## src/tcc_pkg.sv

```systemverilog
// Package for the text console character engine.
// Holds the queue entry and configuration types, character and register codes,
// and the geometry clamps. It depends on nothing else.
package tcc_pkg;

  localparam int CNT_W = 14;

  localparam logic [2:0] K_NOP   = 3'd0;
  localparam logic [2:0] K_PRINT = 3'd1;
  localparam logic [2:0] K_LF    = 3'd2;
  localparam logic [2:0] K_CR    = 3'd3;
  localparam logic [2:0] K_BS    = 3'd4;
  localparam logic [2:0] K_DEL   = 3'd5;
  localparam logic [2:0] K_TAB   = 3'd6;
  localparam logic [2:0] K_READ  = 3'd7;

  localparam logic [7:0] CH_BS    = 8'd8;
  localparam logic [7:0] CH_TAB   = 8'd9;
  localparam logic [7:0] CH_LF    = 8'd10;
  localparam logic [7:0] CH_VT    = 8'd11;
  localparam logic [7:0] CH_FF    = 8'd12;
  localparam logic [7:0] CH_CR    = 8'd13;
  localparam logic [7:0] CH_SPACE = 8'd32;
  localparam logic [7:0] CH_DEL   = 8'd127;

  localparam logic [1:0] REG_COLS  = 2'd0;
  localparam logic [1:0] REG_LINES = 2'd1;
  localparam logic [1:0] REG_ATTR  = 2'd2;
  localparam logic [1:0] REG_ERASE = 2'd3;

  localparam logic [7:0]  COLS_MIN    = 8'd2;
  localparam logic [7:0]  COLS_MAX    = 8'd160;
  localparam logic [6:0]  LINES_MIN   = 7'd2;
  localparam logic [6:0]  LINES_MAX   = 7'd100;
  localparam logic [7:0]  COLS_RESET  = 8'd80;
  localparam logic [6:0]  LINES_RESET = 7'd25;
  localparam logic [7:0]  ATTR_RESET  = 8'h07;
  localparam logic [15:0] ERASE_RESET = 16'h0000;
  localparam logic [14:0] END_RESET   = 15'd2000;

  typedef struct packed {
    logic [2:0]  kind;
    logic [7:0]  char_code;
    logic [13:0] read_addr;
  } tcc_entry_t;

  typedef struct packed {
    logic        valid;
    logic [1:0]  index;
    logic [15:0] data;
  } tcc_cfg_t;

  function automatic logic [7:0] clamp_cols(input logic [7:0] v);
    logic [7:0] r;
    r = v;
    if (v < COLS_MIN) r = COLS_MIN;
    if (v > COLS_MAX) r = COLS_MAX;
    return r;
  endfunction

  function automatic logic [6:0] clamp_lines(input logic [6:0] v);
    logic [6:0] r;
    r = v;
    if (v < LINES_MIN) r = LINES_MIN;
    if (v > LINES_MAX) r = LINES_MAX;
    return r;
  endfunction

endpackage

```

## src/tcc_front.sv

```systemverilog
// Front end of the text console character engine: accepts beats, classifies them
// and holds them in a two-entry queue for the back end. Depends on tcc_pkg.
module tcc_front import tcc_pkg::*; (
  input  logic        clk,
  input  logic        rst_n,
  input  logic        start,
  output logic        busy,
  input  logic        in_action,
  input  logic [7:0]  in_char_code,
  input  logic [13:0] in_read_addr,
  input  logic        pop,
  output logic        q_valid,
  output tcc_entry_t  q_entry
);

  tcc_entry_t q_mem_r [2];
  logic       wr_ptr_r, wr_ptr_nxt;
  logic       rd_ptr_r, rd_ptr_nxt;
  logic [1:0] count_r, count_nxt;
  logic       push;
  tcc_entry_t entry_in;

  always_comb begin
    entry_in.char_code = in_char_code;
    entry_in.read_addr = in_read_addr;
    if (in_action) begin
      entry_in.kind = K_READ;
    end else if (in_char_code >= CH_SPACE && in_char_code < CH_DEL) begin
      entry_in.kind = K_PRINT;
    end else begin
      case (in_char_code)
        CH_LF, CH_VT, CH_FF: entry_in.kind = K_LF;
        CH_CR:               entry_in.kind = K_CR;
        CH_BS:               entry_in.kind = K_BS;
        CH_DEL:              entry_in.kind = K_DEL;
        CH_TAB:              entry_in.kind = K_TAB;
        default:             entry_in.kind = K_NOP;
      endcase
    end
  end

  assign busy    = (count_r == 2'd2);
  assign push    = start & ~busy;
  assign q_valid = (count_r != 2'd0);
  assign q_entry = q_mem_r[rd_ptr_r];

  always_comb begin
    wr_ptr_nxt = push ? ~wr_ptr_r : wr_ptr_r;
    rd_ptr_nxt = pop ? ~rd_ptr_r : rd_ptr_r;
    count_nxt  = count_r;
    if (push && !pop) begin
      count_nxt = count_r + 2'd1;
    end else if (pop && !push) begin
      count_nxt = count_r - 2'd1;
    end
  end

  always_ff @(posedge clk) begin
    if (push) begin
      q_mem_r[wr_ptr_r] <= entry_in;
    end
  end

  always_ff @(posedge clk) begin
    if (!rst_n) begin
      wr_ptr_r <= 1'b0;
      rd_ptr_r <= 1'b0;
      count_r  <= 2'd0;
    end else begin
      wr_ptr_r <= wr_ptr_nxt;
      rd_ptr_r <= rd_ptr_nxt;
      count_r  <= count_nxt;
    end
  end

endmodule

```

## config.mk

```make
export PLATFORM = sky130hd
export DESIGN_NAME = tcc_front
export DESIGN_NICKNAME = d
export VERILOG_FILES = /design/src/tcc_pkg.sv /design/src/tcc_front.sv
export SDC_FILE = /design/constraint.sdc
export NUM_CORES = 1
export LEC_CHECK = 0
export ABC_AREA = 1
export BUFFER_PORTS_ARGS = -buffer_cell sky130_fd_sc_hd__buf_2
export CORE_MARGIN = 1
export CORE_UTILIZATION = 53
export CTS_BUF_LIST = sky130_fd_sc_hd__clkbuf_16
export CTS_CLUSTER_DIAMETER = 50
export DETAILED_ROUTE_END_ITERATION = 10
export HOLD_SLACK_MARGIN = 0.1
export PLACE_DENSITY = 0.79
export REMOVE_ABC_BUFFERS = 1
export SYNTH_ARGS = -nofsm -noshare
export SYNTH_HDL_FRONTEND = slang
export SYNTH_SLANG_ARGS = --single-unit
```

## constraint.sdc

```tcl
create_clock -name clk -period 2.7 [get_ports clk]
set_input_delay 0.54 -clock clk [delete_from_list [all_inputs] [get_ports clk]]
set_output_delay 0.54 -clock clk [all_outputs]
set_load 0.01 [all_outputs]
```

# Yosys cells after proc, flatten, opt, wreduce, memory -nomap -nowiden
# Memory sizes are Yosys's and may differ from the RTL's. A register that Yosys moved wholly into a read port is not among the register bits.
# Index checks and enable logic that the tools add are counted.
[totals] inputBits=27 word_cells=37 regBits=4 mem_count=1 ramBits=50 out_inout_bits=27
[classes] mux=9 eq_ne=8 magnitude_cmp=2 n_bitwise=4 n_addsub=2 n_reduce_logical=8
[mem_list] memory="q_mem_r" words=2 width=25 read_ports=1 rd_ports_with_merged_regs=1 write_ports=1 line_no="tcc_front.sv:16" rtl="tcc_entry_t q_mem_r [2];"
[ops] operator="$eq 8x4->1 const B" count=6
[ops] operator="$pmux 3 s5" count=1
[ops] operator="$eq 8x7->1 const B" count=1
[ops] operator="$ge 8x6->1 const B" count=1
[ops] operator="$lt 8x7->1 const B" count=1
[ops] operator="$mux 3" count=2
[ops] operator="$mux 1" count=4
[ops] operator="$mux 2" count=2
[ops] operator="$reduce_bool 2->1" count=2
[ops] operator="$logic_and 1x1->1" count=3
[ops] operator="$not 1->1" count=3
[ops] operator="$reduce_or 3->1" count=1
[ops] operator="$add 2x1->2 const B" count=1
[ops] operator="$eq 2x2->1 const B" count=1
[ops] operator="$logic_not 1->1" count=2
[ops] operator="$sub 2x1->2 const B" count=1
[ops] operator="$and 1x1->1" count=1

# Logic depth before layout (Yosys ltp)
# Gate-level depths: netlist of run 1.
[logic_depth] depth_word=7 depth_mapped=10 ltp_nobuf=10

# Worst setup path after synthesis of run 1
# No wires, ideal clock.
[synth_timing] kind="input -> register" from="input port start" to="memory q_mem_r[0][0] (netlist name), enable pin" n_path_buf=0 t_required_ns=2.293 t_arrival_ns=1.831 stages=4 setup_ns=0.407 setup_slack_ns=0.462 path_cell_list="inv_1 nor2_2 inv_1 nor2_1"
[synth_between] elab_chain_cells=3
[synth_lines] item="start: declaration" line_no="tcc_front.sv:6" rtl="input logic start,"
[synth_lines] item="$and 1x1->1" line_no="tcc_front.sv:43" rtl="assign push = start & ~busy;"
[synth_lines] item="$mux 1" line_no="tcc_front.sv:59" rtl="if (push) begin"
[synth_lines] item="$mux 1 (implied by the code)" line_no="tcc_front.sv:60" rtl="q_mem_r[wr_ptr_r] <= entry_in;"
[synth_lines] item="end: declaration" line_no="tcc_front.sv:16"
# Every way passes these cells.

==> impl_results.md, run 1 <==
- Worst Setup Slack, final: ~760 ps
- Commonest non-fill, non-tap cells in the layout: 53 x buf_2, 50 x edfxtp_1, 21 x nand2_1
- Worst-Skew Late Latency: 280 ps
- Critical Path Start Type: flip-flop
- # H-tree levels: 2
- Share of cells above drive strength 1: 44.3%
- Max FO, Critical Path: 14
- Final Setup Violations: 0
- Worst Skew: around 5.6 ps
- Pwr dens: between 600 and 700 nW/um2
- Commonest non-fill, non-tap cell in the layout: buf_2
- Global route overflow: 0
- Crit path required time: roughly 2200 ps
- Root Driver: clkbuf_16
- # fillers: around 300
- DP Worst Slack: 1040 ps
- Initial core utilization: between 50% and 60%
- Critical path's largest stage delay: 370 ps
- Final Max Slew Viols: 0
- Crit. End Element: output pin
- Area of the core: 4060 um2
- Synthesized area: 2280 um2
- FMAX: 0.517 GHz
- Area delta synth->final: 20.0%
- Post-CTS Hold Buffers: 0
- Number of global-route vias before repair: 1,315
- Boundary Pins: 54
- Clk sinks: 55
- Vias: 1,300
- CTS resizes: 0
- Yosys cell types: 16
- Antenna violations before repair: 0
- Synth Warn #: 0
- Number of detailed-route iterations in the first pass: 4
- Die area: 4580 um2
- Gr usage total: a little under a fifth
- Hold slack: 440 ps
- Min Tclk post-route: 1940 ps
- Clock transition at path regs: 60 ps
- Vias per cell: 5.00
- WS Path Type: flip-flop to output pin
- Design Area, Final: 2740 um2
- Worst min path class: input pin to flip-flop
- Sequential area share after synthesis: roughly 70%
- Yosys top cell by area: edfxtp_1
- Final nets: 237
- Leak Pwr: 0.00115 uW
- CTS tree: yes
- First-iteration detailed-routing DRC count: slightly above 60
- Routed wire per std cell: 14.4 um
- Final core occ: between 60% and 70%
- Slew margin rel.: 77.2%
- Die height: 67.7 um
- Final Hold Violating Endpoints: 0
- Outcome: complete, no violations
- Worst Path Buf+Inv: 2
- Arrival @ worst endpoint: 1400 ps
- Die W: 67.7 um
- RSZ-0062 raised after global routing: false
- CP max stage cell: mux2_2
- Crit path max-delay family: buffers and inverters
- First-pass GRT wire length: 5.74 mm
- Final antenna diode count: 0
- DR DRC count: 0
- TritonCTS Buffers: 5
- FF+latch count, synth: between 50 and 60
- Maximum VDD drop: 404 uV
- Critical path, cell by cell: buf_4, mux2_2, buf_2
- Setup bufs post-CTS: 0
- Syn avg cell area: 15.5 um2
- Largest cells by area after synthesis: edfxtp_1 66%, mux2_4 13%, dfxtp_1 4.4%
- Final ANT Viol Nets: 0
- Final GP Congestion: about 0.76
- Max cap viols: 0
- Cells after Synth: 147
- Hpwl dp: 2.77 mm
- Final WL: 3.74 mm
- CTS Buffer Depth: 2
- Largest net degree at the start of global routing: 26
- Placement Cell Area: 2600 um2
- Synth top area share: 65.7%
- # port buffers: 53
- Tightest Pin Transition: approximately 340 ps
- Fin crit share: 71.7%
- Fin Setup TNS: 0 ps
- # rows: 23
stage by stage:
step / std cells / power, uW
after global placement: 252 / 1320
final: 260 / 1910
after detailed placement: 252 / 1340
after CTS: 260 / 1930
after floorplan: 144 / 1220
after global routing: 260 / 1990
metal layers:
layer	vias up	global-route usage (%)	share of wire [%]
met1	609	18.6	40
met2	41	33.3	52
met3	8	5.24	6.6
met4	0	9.31	1.8
li1	642	-	-
met5	-	0	0
flip-flops by register name (all words and copies together), names as in the netlist, named ones only:
name      cells
wr_ptr_r      1
rd_ptr_r      1
q_mem_r      50
count_r       2
Yosys cell counts:
cell and instances:
inv_1 15, nor2_1 13, a21oi_1 1, dfxtp_1 5, nand4_1 2, nand3_1 2
nand3b_1 1, o21ai_0 5, mux2_2 5, nor2_2 3, mux2_4 20, buf_12 2
edfxtp_1 50, buf_6 1, ha_1 1, nand2_1 21
cells by family (layout without fill, tap and decap cells):
kind of cell / after synthesis / count (layout) / synth area share, %
simple gates: 42 / 42 / 7.72
mux: 25 / 25 / 15.6
fa+ha+maj: 1 / 1 / 0.548
flops: 55 / 55 / 70.1
compound gates: 6 / 6 / 1.31
buf+inv: 18 / 81 / 4.71
final timing paths:
path,to,from,slack (ps),depth (start not counted)
setup / recovery,q_entry[17],flip-flop,760,3
hold / removal,q_mem_r[1][7]$_DFFE_PP_,in_read_addr[7],440,1
setup reg to reg,q_mem_r[0][13]$_DFFE_PP_,count_r[1]$_SDFFE_PN0P_,1280,6
hold reg to reg,rd_ptr_r$_SDFFE_PN0P_,rd_ptr_r$_SDFFE_PN0P_,500,2
worst register-to-register path: cells and delay by family (launching register included):
family	cells	cell delay, ps
buffers and inverters	3	530
DFF	1	300
and+or+nand+nor	3	260
where the power goes:
| group | switching [uW] | internal [uW] |
|---|---|---|
| clock | 257 | 338 |
| sequential | 19.9 | 1010 |
| combinational | 149 | 132 |
final cells by class:
type                            count  area, um2  area share [%]
Sequential cell                    55       1600            58.4
Multi-Input combinational cell     74        578            21.1
Timing Repair Buffer               58        303            11.0
Clock buffer                        5        125            4.56
Tap cell                           50       62.6            2.28
Inverter                           15       56.3            2.05
Clock inverter                      3       16.3           0.593
Note: power is estimated with default switching activity, not from simulation.
==> run 2: changes to the inputs <==
CORE_UTILIZATION = 47   (was 53)
PLACE_DENSITY = 0.74   (was 0.79)
clock period = 1.7 ns   (was 2.7 ns; I/O delays follow)
==> run 2 against run 1 <==
  * Flip-flop and latch count is the same
  * Die area grew 12%
  * Cell count grew 1.2%
  * Clock skew shrank 2.8 ps
  * Highest routed layer unchanged
  * Worst hold slack lost 200 ps
  * Critical path type unchanged
  * Non-clock buffer count shrank 1
  * Sequential share of layout area shrank 1.1 points
==> impl_results.md, run 2 (synthesized netlist as in run 1, its figures left out) <==
- Area delta synth->final: 22.6%
- First-pass GRT wire length: 5.54 mm (-3.5%)
- Clock transition at path regs: 60 ps (about the same)
- Worst min path class: input pin to flip-flop
- Routed wire per std cell: 13.6 um (-5.1%)
- DP Worst Slack: 321 ps (-722 ps)
- Cell Int Power: 2380 uW (+60%)
- Switch Pwr: 694 uW (+63%)
- Critical path, cell by cell: buf_12, mux2_2, buf_2
- Commonest non-fill, non-tap cell in the layout: buf_2
- Final WL: 3.59 mm (-4.0%)
- Worst Skew: 2.80 ps (-2.78 ps)
- Number of global-route vias before repair: 1,184 (-10%)
- Global route overflow: 0 (unchanged)
- Outcome: complete, no violations
- CP max stage cell: dfxtp_4
- Antenna violations before repair: 0 (unchanged)
- # H-tree levels: 2 (unchanged)
- # rows: 25 (+8.7%)
- # fillers: 369 (+23%)
- Final GP Congestion: 0.688 (-9.5%)
- TritonCTS Buffers: 5 (unchanged)
- Max reg flops: 50 (unchanged)
- Root Driver: clkbuf_16
- Total power: 3070 uW (+61%)
- Final Hold Violating Endpoints: 0 (unchanged)
- Largest register by flop count: q_mem_r
- Min Tclk post-route: approximately 1600 ps
- Final nets: 236 (-0.42%)
- Worst Path Buf+Inv: 2 (unchanged)
- DR DRC count: 0 (unchanged)
- Final antenna diode count: 0 (unchanged)
- Sw Share: 22.6% (+0.27 points)
- Area of the core: 4690 um2 (+16%)
- Top flop regs: q_mem_r: 50 flops, count_r: 2 flops
- Die area: 5140 um2 (+12%)
- Hpwl dp: 2.35 mm (-15%)
- Vias per cell: 4.86 (-2.9%)
- Multi-input gate area: 582 um2 (+0.65%)
- Share of cells above drive strength 1: 45.5% (+1.2 points)
- CTS Buffer Depth: 2 (unchanged)
- Boundary Pins: 54 (unchanged)
- Slew margin rel.: 82.6% (+5.4 points)
- Reg power frac: 53.3% (-0.7 points)
- Crit path max-delay family: flip-flops
- Critical Path Start Type: flip-flop
- First-iteration detailed-routing DRC count: 102 (+65%)
- Max cap viols: 0 (unchanged)
- Clk sinks: 55 (unchanged)
- RSZ-0062 raised after global routing: true
- Crit. End Element: output pin
- Crit path required time: 1360 ps (-800 ps)
- Vias: 1,277 (-1.8%)
- Final Max Slew Viols: 0 (unchanged)
- WS Path Type: flip-flop to output pin
- Commonest non-fill, non-tap cells in the layout: 53 x buf_2, 50 x edfxtp_1, 21 x mux2_4, 21 x nand2_1, 15 x inv_1
- FMAX: 0.606 GHz
- Max FO, Critical Path: 13 (-1)
- Logic pwr share: 15.3% (+0.5 points)
- Die height: 71.7 um (+6.0%)
- Arrival @ worst endpoint: 1310 ps (-90 ps)
- CTS resizes: 0 (unchanged)
- CTS tree: yes
- Leak Pwr: 0.00117 uW (+1.5%)
- # port buffers: 53 (unchanged)
- Initial core utilization: 48.7% (-7.6 points)
- Final Setup Violations: 0 (unchanged)
- Maximum VDD drop: 522 uV (+29%)
- Fin crit share: 97.0%
- Final ANT Viol Nets: 0 (unchanged)
- Clock power share: 31.4% (+0.2 points)
- Worst Setup Slack, final: 50.6 ps (-713 ps)
- Setup bufs post-CTS: 0 (unchanged)
- Number of detailed-route iterations in the first pass: 4 (unchanged)
- Largest net degree at the start of global routing: 26 (unchanged)
- Critical path's largest stage delay: 380 ps (about the same)
- Pwr dens: 1100 nW/um2 (+58%)
- Register Area: 1610 um2 (+0.23%)
- Gr usage total: 15.0% (-3.3 points)
- Worst-Skew Late Latency: 290 ps (about the same)
- Tightest Pin Transition: 260 ps (-81.8 ps)
- Die W: 71.7 um (+6.0%)
- Post-CTS Hold Buffers: 0 (unchanged)
[run 2: cell types whose count changed in the layout (fill, tap and decap cells not counted), sizes merged]
cell,before,now
buf,58,56
clkinv,2,3
inv,16,15
clkbuf,5,6
[run 2: power groups by stage]
stage          Clock [uW]  Combinational (uW)  Sequential (uW)
2_1_floorplan           0                 262             1670
3_3_place_gp            0                 457             1660
3_5_place_dp            0                 464             1670
4_1_cts               981                 465             1640
5_1_grt              1050                 515             1640
6_report              964                 469             1640
[run 2: through the flow]
| step | cells | hold slack [ps] | TNS [ps] | cell area (um2) | util, % |
|---|---|---|---|---|---|
| 6_report | 263 | 238 | 0 | 2800 | 59.7 |
| 5_1_grt | 263 | 235 | 0 | 2800 | 59.7 |
| 4_1_cts | 262 | 232 | 0 | 2770 | 59.0 |
| 3_5_place_dp | 254 | 490 | 0 | 2630 | 56.1 |
| 3_3_place_gp | 254 | 477 | 0 | 2630 | 56.1 |
| 2_1_floorplan | 144 | 439 | -12240 | 2230 | - |
[run 2: worst register-to-register path: cells and delay by family, from the launching register on]
kind          cells  cell delay [ps]
buf+inv           3              400
flops             1              300
simple gates      3              330
[run 2: layout make-up]
class	count	share of cell area [%]
well taps	54	2.41
flip-flops and latches	55	57.3
clock inverters	3	0.536
multi-input cells	74	20.8
repair buffers	57	12.5
inverters	15	2.01
clock buffers	5	4.47
[run 2: worst paths after layout]
check	start	endpoint	slack, ps	depth (start not counted)
setup / recovery	flip-flop	q_entry[23]	50	3
hold / removal	in_read_addr[9]	q_mem_r[0][9]$_DFFE_PP_	240	1
setup reg to reg	count_r[1]$_SDFFE_PN0P_	q_mem_r[1][0]$_DFFE_PP_	380	6
hold reg to reg	rd_ptr_r$_SDFFE_PN0P_	flip-flop	500	2
[run 2: per-layer routing]
layer | share of wire, % | track usage (%) | wire [um]
met3 | 6.2 | 6.33 | 223
met1 | 44 | 17.9 | 1590
met4 | 1.9 | 7.19 | 67
met5 | 0 | 0 | 0
met2 | 48 | 23.5 | 1710
